--- src/sv/rls_pkg.sv ---
// ----------------------------------------------------------------------------
// rls_pkg
// Shared widths, codes and reset values for the refill level sequencer.
// ----------------------------------------------------------------------------
package rls_pkg;

	// Timing base and widths
	localparam int TICKS_PER_SECOND = 1000;
	localparam int DELAY_W          = 15;
	localparam int ELAPSED_W        = 25;
	localparam int CFG_W            = DELAY_W;
	localparam int CFG_IDX_W        = 2;
	localparam int MODE_W           = 3;
	localparam int STATUS_W         = 2;

	localparam logic [ELAPSED_W-1:0] ELAPSED_MAX = {ELAPSED_W{1'b1}};

	// Register indexes
	localparam logic [CFG_IDX_W-1:0] REG_SENSOR_ENABLED = 2'd0;
	localparam logic [CFG_IDX_W-1:0] REG_DELAY_HIGH     = 2'd1;
	localparam logic [CFG_IDX_W-1:0] REG_DELAY_LOW      = 2'd2;
	localparam logic [CFG_IDX_W-1:0] REG_TIMEOUT        = 2'd3;

	// Mode codes
	localparam logic [MODE_W-1:0] MODE_IDLE     = 3'd0;
	localparam logic [MODE_W-1:0] MODE_DEBOUNCE = 3'd1;
	localparam logic [MODE_W-1:0] MODE_REFILL   = 3'd2;
	localparam logic [MODE_W-1:0] MODE_OVERRUN  = 3'd3;
	localparam logic [MODE_W-1:0] MODE_FAULT    = 3'd4;

	// Status codes
	localparam logic [STATUS_W-1:0] STATUS_STEP      = 2'd0;
	localparam logic [STATUS_W-1:0] STATUS_FAULT     = 2'd1;
	localparam logic [STATUS_W-1:0] STATUS_NO_SENSOR = 2'd2;

	// Reset delays in seconds
	localparam logic [DELAY_W-1:0] DELAY_HIGH_RESET = 15'd3;
	localparam logic [DELAY_W-1:0] DELAY_LOW_RESET  = 15'd10;
	localparam logic [DELAY_W-1:0] TIMEOUT_RESET    = 15'd30;

	// Convert seconds to a tick limit (constant multiply, fits in ELAPSED_W)
	function automatic logic [ELAPSED_W-1:0] sec_to_ticks(input logic [DELAY_W-1:0] sec);
		logic [ELAPSED_W-1:0] ticks;
		ticks = ELAPSED_W'(ELAPSED_W'(sec) * ELAPSED_W'(TICKS_PER_SECOND));
		return ticks;
	endfunction

	// Result of one item
	typedef struct packed {
		logic                pump_on;
		logic [MODE_W-1:0]   mode;
		logic [STATUS_W-1:0] status;
	} result_t;

endpackage

--- src/sv/refill_level_sequencer.sv ---
// ----------------------------------------------------------------------------
// refill_level_sequencer
// Water level refill sequencer: debounce, refill, overrun and timeout fault,
// stepped by one millisecond tick per input item.
// ----------------------------------------------------------------------------
//
//  channel | handshake                  | payload
//  --------+----------------------------+------------------------------
//  in      | in_valid / in_stall        | req_type, level_high
//  out     | out_valid / out_stall      | pump_on, mode, status
//  cfg     | cfg_we (no wait)           | cfg_index, cfg_data
//
// One item per cycle while in_stall is low; each accepted result is
// registered. The step is one pass of transition logic from the state
// registers into the result register; tick limits are precomputed at
// configuration writes. A two-entry output buffer (result register plus
// skid) keeps input flowing while out_stall is high; in_stall rises only
// when both entries are full. Reset clears state and loads default delays.
//
module refill_level_sequencer (
	input  logic                         clk,
	input  logic                         arst_n,
	// configuration
	input  logic                         cfg_we,
	input  logic [rls_pkg::CFG_IDX_W-1:0] cfg_index,
	input  logic [rls_pkg::CFG_W-1:0]     cfg_data,
	// input items
	input  logic                         in_valid,
	output logic                         in_stall,
	input  logic                         req_type,
	input  logic                         level_high,
	// result items
	output logic                         out_valid,
	input  logic                         out_stall,
	output logic                         pump_on,
	output logic [rls_pkg::MODE_W-1:0]    mode,
	output logic [rls_pkg::STATUS_W-1:0]  status
);

	// Configuration registers
	logic                              sensor_en_q;
	logic [rls_pkg::ELAPSED_W-1:0]     limit_high_q;
	logic [rls_pkg::ELAPSED_W-1:0]     limit_low_q;
	logic [rls_pkg::ELAPSED_W-1:0]     limit_timeout_q;

	// Sequencer state
	logic [rls_pkg::MODE_W-1:0]        mode_q;
	logic [rls_pkg::ELAPSED_W-1:0]     elapsed_q;
	logic                              pump_q;

	// Next state and result
	logic [rls_pkg::MODE_W-1:0]        mode_n;
	logic [rls_pkg::ELAPSED_W-1:0]     elapsed_n;
	logic [rls_pkg::ELAPSED_W-1:0]     elapsed_inc;
	logic                              pump_n;
	logic [rls_pkg::STATUS_W-1:0]      status_n;
	rls_pkg::result_t                  result_n;

	// Output buffer
	logic                              out_valid_q;
	logic                              skid_valid_q;
	rls_pkg::result_t                  out_q;
	rls_pkg::result_t                  skid_q;

	logic                              in_accept;
	logic                              out_take;

	assign in_stall  = skid_valid_q;
	assign in_accept = in_valid && !skid_valid_q;
	assign out_take  = out_valid_q && !out_stall;

	// Write configuration; delays are kept as tick limits
	always_ff @(posedge clk or negedge arst_n) begin
		if (!arst_n) begin
			sensor_en_q     <= 1'b0;
			limit_high_q    <= rls_pkg::sec_to_ticks(rls_pkg::DELAY_HIGH_RESET);
			limit_low_q     <= rls_pkg::sec_to_ticks(rls_pkg::DELAY_LOW_RESET);
			limit_timeout_q <= rls_pkg::sec_to_ticks(rls_pkg::TIMEOUT_RESET);
		end else if (cfg_we) begin
			case (cfg_index)
				rls_pkg::REG_SENSOR_ENABLED: sensor_en_q     <= cfg_data[0];
				rls_pkg::REG_DELAY_HIGH:     limit_high_q    <= rls_pkg::sec_to_ticks(cfg_data);
				rls_pkg::REG_DELAY_LOW:      limit_low_q     <= rls_pkg::sec_to_ticks(cfg_data);
				rls_pkg::REG_TIMEOUT:        limit_timeout_q <= rls_pkg::sec_to_ticks(cfg_data);
				default: ;
			endcase
		end
	end

	// Advance the elapsed counter, saturating
	assign elapsed_inc = (elapsed_q == rls_pkg::ELAPSED_MAX) ? elapsed_q
		: elapsed_q + rls_pkg::ELAPSED_W'(1);

	// Step the sequencer for one item
	always_comb begin
		mode_n    = mode_q;
		elapsed_n = elapsed_q;
		pump_n    = pump_q;
		status_n  = rls_pkg::STATUS_STEP;
		if (req_type) begin
			mode_n = rls_pkg::MODE_IDLE;
		end else begin
			elapsed_n = elapsed_inc;
			if (!sensor_en_q) begin
				status_n = rls_pkg::STATUS_NO_SENSOR;
			end else begin
				case (mode_q)
					rls_pkg::MODE_IDLE: begin
						pump_n = 1'b0;
						if (level_high) begin
							mode_n    = rls_pkg::MODE_DEBOUNCE;
							elapsed_n = '0;
						end
					end
					rls_pkg::MODE_DEBOUNCE: begin
						if (!level_high) begin
							mode_n = rls_pkg::MODE_IDLE;
						end else if (elapsed_inc > limit_high_q) begin
							pump_n    = 1'b1;
							elapsed_n = '0;
							mode_n    = rls_pkg::MODE_REFILL;
						end
					end
					rls_pkg::MODE_REFILL: begin
						if (!level_high) begin
							mode_n    = rls_pkg::MODE_OVERRUN;
							elapsed_n = '0;
						end else if (elapsed_inc > limit_timeout_q) begin
							mode_n = rls_pkg::MODE_FAULT;
							pump_n = 1'b0;
						end
					end
					rls_pkg::MODE_OVERRUN: begin
						if (level_high) begin
							mode_n = rls_pkg::MODE_REFILL;
						end else if (elapsed_inc > limit_low_q) begin
							mode_n = rls_pkg::MODE_IDLE;
							pump_n = 1'b0;
						end
					end
					default: begin
						status_n = rls_pkg::STATUS_FAULT;
					end
				endcase
			end
		end
		result_n.pump_on = pump_n;
		result_n.mode    = mode_n;
		result_n.status  = status_n;
	end

	// Update state on each accepted item
	always_ff @(posedge clk or negedge arst_n) begin
		if (!arst_n) begin
			mode_q    <= rls_pkg::MODE_IDLE;
			elapsed_q <= '0;
			pump_q    <= 1'b0;
		end else if (in_accept) begin
			mode_q    <= mode_n;
			elapsed_q <= elapsed_n;
			pump_q    <= pump_n;
		end
	end

	// Output buffer control: result register with one skid entry behind it
	always_ff @(posedge clk or negedge arst_n) begin
		if (!arst_n) begin
			out_valid_q  <= 1'b0;
			skid_valid_q <= 1'b0;
		end else begin
			if (out_take) begin
				if (skid_valid_q) begin
					skid_valid_q <= 1'b0;
				end else begin
					out_valid_q <= in_accept;
				end
			end else if (in_accept) begin
				if (out_valid_q) begin
					skid_valid_q <= 1'b1;
				end else begin
					out_valid_q <= 1'b1;
				end
			end
		end
	end

	// Output buffer payload
	always_ff @(posedge clk) begin
		if (out_take) begin
			if (skid_valid_q) begin
				out_q <= skid_q;
			end else if (in_accept) begin
				out_q <= result_n;
			end
		end else if (in_accept) begin
			if (out_valid_q) begin
				skid_q <= result_n;
			end else begin
				out_q <= result_n;
			end
		end
	end

	assign out_valid = out_valid_q;
	assign pump_on   = out_q.pump_on;
	assign mode      = out_q.mode;
	assign status    = out_q.status;

	// Skid entry is only used behind a full result register
	a_skid_behind_out: assert property (@(posedge clk) disable iff (!arst_n)
		skid_valid_q |-> out_valid_q)
		else $error("skid entry valid while result register empty");

	// A clear request always returns the sequencer to idle
	a_clear_to_idle: assert property (@(posedge clk) disable iff (!arst_n)
		(in_accept && req_type) |=> (mode_q == rls_pkg::MODE_IDLE))
		else $error("clear request did not return to idle");

	// Pump stays off while debouncing
	a_debounce_pump_off: assert property (@(posedge clk) disable iff (!arst_n)
		(mode_q == rls_pkg::MODE_DEBOUNCE) |-> !pump_q)
		else $error("pump on during debounce");

	// Pump stays off in timeout fault
	a_fault_pump_off: assert property (@(posedge clk) disable iff (!arst_n)
		(mode_q == rls_pkg::MODE_FAULT) |-> !pump_q)
		else $error("pump on during timeout fault");

endmodule
--- config.mk ---
export PLATFORM = sky130hd
export DESIGN_NAME = refill_level_sequencer
export DESIGN_NICKNAME = d
export VERILOG_FILES = /design/src/sv/rls_pkg.sv /design/src/sv/refill_level_sequencer.sv
export SDC_FILE = /design/constraint.sdc
export NUM_CORES = 1
export LEC_CHECK = 0
export BUFFER_PORTS_ARGS = -buffer_cell sky130_fd_sc_hd__buf_2
export CORE_MARGIN = 1.5
export CORE_UTILIZATION = 38
export DETAILED_ROUTE_END_ITERATION = 16
export PLACE_DENSITY = 0.59
export SETUP_SLACK_MARGIN = 0.05
export SLEW_MARGIN = 0
export SYNTH_ARGS = -nofsm -noshare
export SYNTH_HDL_FRONTEND = slang
export SYNTH_SLANG_ARGS = --single-unit
--- constraint.sdc ---
create_clock -name clk -period 5.5 [get_ports clk]
set_clock_uncertainty 0.05 [all_clocks]
set_input_delay 1.1 -clock clk [delete_from_list [all_inputs] [get_ports clk]]
set_output_delay 1.1 -clock clk [all_outputs]
set_load 0.005 [all_outputs]
==> results.json <==
{
  "status": "finished clean",
  "antennaDiodeCount": 0,
  "postCtsSetupBuffers": 0,
  "dp_hpwl_um": 15300,
  "final-setup-viol-count": 0,
  "vias_per_cell": 5.10,
  "layoutNonFillerInstCount": 1271,
  "drt-initial-drc-count": 266,
  "cts-root-buf": "clkbuf_16",
  "synthArstFlopShare_pct": 89.1,
  "vias": 6477,
  "syn_nets": 1099,
  "syn_to_final_growth_pct": 11.0,
  "rsz0062_at_grt": "no",
  "synth_common_cells": "ha_1, inv_1, nand2_1",
  "p_leak_nw": 4.75,
  "synth.distinct_cells": 72,
  "syn-cell-area_sq_um": 8910,
  "ant_nets": 0,
  "gp_congestion": 0.785,
  "period_needed_ns": 5.13,
  "globalRouteOverflowTotal": 0,
  "clk_pin_slew_worst_paths_ns": 0.08,
  "cp_slowest_cell": "fa_1",
  "layout.nets": 1145,
  "clock-sinks": 110,
  "die-area_sq_um": 24400,
  "synthCells": 907,
  "rows": 55,
  "crit_top_cell": "fa_1",
  "pin_count": 32,
  "drive_above_1_share_pct": 13.0,
  "yosysMostFrequentCell": "ha_1",
  "grt_pass1_wl_um": 32900,
  "power_density_nw_per_um2": 458,
  "synth_area_per_cell_sq_um": 9.83,
  "dp_cells": 1255,
  "critPathMaxStageDelay_ns": 0.56,
  "insertion_delay_ns": 0.36,
  "path_delay_family": "adder cells",
  "grt_usage_pct": 17.0,
  "synth_top_cell_by_area": "dfrtp_1",
  "cp_cell_sequence": "buf_2 > fa_1 > inv_1 > fa_1 > fa_1 > inv_1 > fa_1 > ha_1 > and3_1 > a2111oi_4 > o31ai_1 > a221oi_2 > a21oi_1 > a21oi_1 > xnor2_1 > o21ai_1",
  "hold_path.class": "flop to flop",
  "start_util_pct": 39.0,
  "cts_tree": "yes",
  "drt_wl_total_um": 19500,
  "yosysTopAreaCellShare_pct": 22.2,
  "period_share_pct": 93.2,
  "coreArea_sq_um": 22800,
  "cts-resized-gates": 0,
  "ys.flop_type": "dfrtp_1",
  "yosysWarnings": 0,
  "ir_worst_vdd_mv": 0.325,
  "cp_max_fo": 4,
  "hold_violations": 0,
  "hold_buffers": 0,
  "die_w_um": 156,
  "timing.hold.ws_ns": 0.431,
  "clk_path_buf_depth": 2,
  "relSlewSlack_pct": 42.1,
  "maxSlewViolCount": 0,
  "yosys_register_bits": 110,
  "io_buffers": 31,
  "fp.dieH_um": 156,
  "cts_made_buffers": 9,
  "post_drt_wl_per_cell_um": 15.3,
  "worst_pin_slew_ns": 0.869,
  "route.detailed.drc": 0,
  "yosysSeqAreaShare_pct": 31.8,
  "crit_arrival_ns": 5.32,
  "cp-start-kind": "primary input",
  "htree_num_levels": 3,
  "max_freq_mhz": 195,
  "drtPass1Iterations": 4,
  "worstSetupPathType": "primary input to flop",
  "cap_violations": 0,
  "crit_path_end_kind": "flop",
  "first_global_vias": 6478,
  "synth-edff-count": 12,
  "grt_max_degree": 66,
  "cp_num_buf_inv": 3,
  "worstPathRequired_ns": 5.69,
  "ys_top_cells_by_area": "dfrtp_1, ha_1, fa_1",
  "antenna_found_initial": 0
}
-- stage by stage --
stage	area (sq um)	util [%]	setup TNS, ns	total power [mW]	worst slack, ns
floorplan	8910	-	0	3.01	0.279
global placement	9560	41.8	0	3.78	0.0277
detailed placement	9560	41.8	-0.0171	3.82	-0.0171
CTS	9890	43.3	0	4.56	0.364
global route	9890	43.3	0	4.96	0.155
finish	9890	43.3	0	4.53	0.371
-- kinds of logic (layout without fill, tap and decap cells) --
family	Yosys count	after routing	share of synthesized area (%)
AND/OR/NAND/NOR	237	237	13.7
adder cells (fa/ha/maj)	168	168	27.8
multiplexers	19	19	2.40
flip-flops	110	110	31.8
buffers and inverters	123	174	5.32
XOR/XNOR	39	39	3.83
AO/OA/AOI/OAI	211	211	15.1
-- power breakdown --
| group | internal, mW | switching (mW) | leakage [nW] |
|---|---|---|---|
| Combinational | 1.04 | 1.45 | 3.26 |
| Sequential | 1.14 | 0.174 | 1.33 |
| Clock | 0.414 | 0.312 | 0.163 |
| Total | 2.59 | 1.94 | 4.75 |
-- cell type report --
| cell class | count | area [sq um] |
|---|---|---|
| Fill cell | 2286 | 13000 |
| Timing Repair Buffer | 56 | 345 |
| Clock buffer | 12 | 280 |
| Inverter | 102 | 383 |
| Clock inverter | 4 | 55.1 |
| Tap cell | 313 | 392 |
| Multi-Input combinational cell | 674 | 5600 |
| Sequential cell | 110 | 2840 |
-- worst min-delay path, cell delays in order (launching register included) --
cell and delay, ns:
dfstp_2 0.37, nand2_1 0.04, o21ai_0 0.06
-- state kept, by name (all words and copies together) (netlist names) --
signal / cells
status: 2
mode: 3
limit_timeout_q: 22
limit_low_q: 22
skid_q: 6
pump_q: 1
sensor_en_q: 1
pump_on: 1
out_valid: 1
mode_q: 3
elapsed_q: 25
limit_high_q: 22
in_stall: 1
-- per-layer routing --
layer | vias up | track usage (%) | share of wire [%]
li1 | 3269 | - | -
met1 | 3099 | 24.3 | 51
met2 | 89 | 27.1 | 44
met3 | 20 | 2.17 | 2.7
met4 | 0 | 4.63 | 1.6
met5 | - | 0 | 0
-- layout by cell type (no fill, tap or decap), types with 21 or more instances in the layout --
cell     instances
o21ai_0         67
xor2_1          21
nor2_1          30
buf_4           26
nand2_1         94
a21oi_1         52
fa_1            50
dfrtp_1         79
inv_1          102
buf_2           30
ha_1           118
-- path summary, 6_finish.rpt --
check	start	endpoint	slack [ns]	depth (start not counted)
worst min register to register	limit_high_q[9]	limit_high_q[9]	0.43	2
worst min-delay path	limit_high_q[9]	limit_high_q[9]	0.43	2
worst max register to register	elapsed_q[0]	mode[0]	0.62	16
min in group asynchronous	arst_n	elapsed_q[18]	0.81	1
worst max-delay path	cfg_data[0]	limit_low_q[24]	0.37	16
max in group asynchronous	arst_n	limit_high_q[7]	3.59	2
No activity file was read; power rests on OpenSTA's default activity.
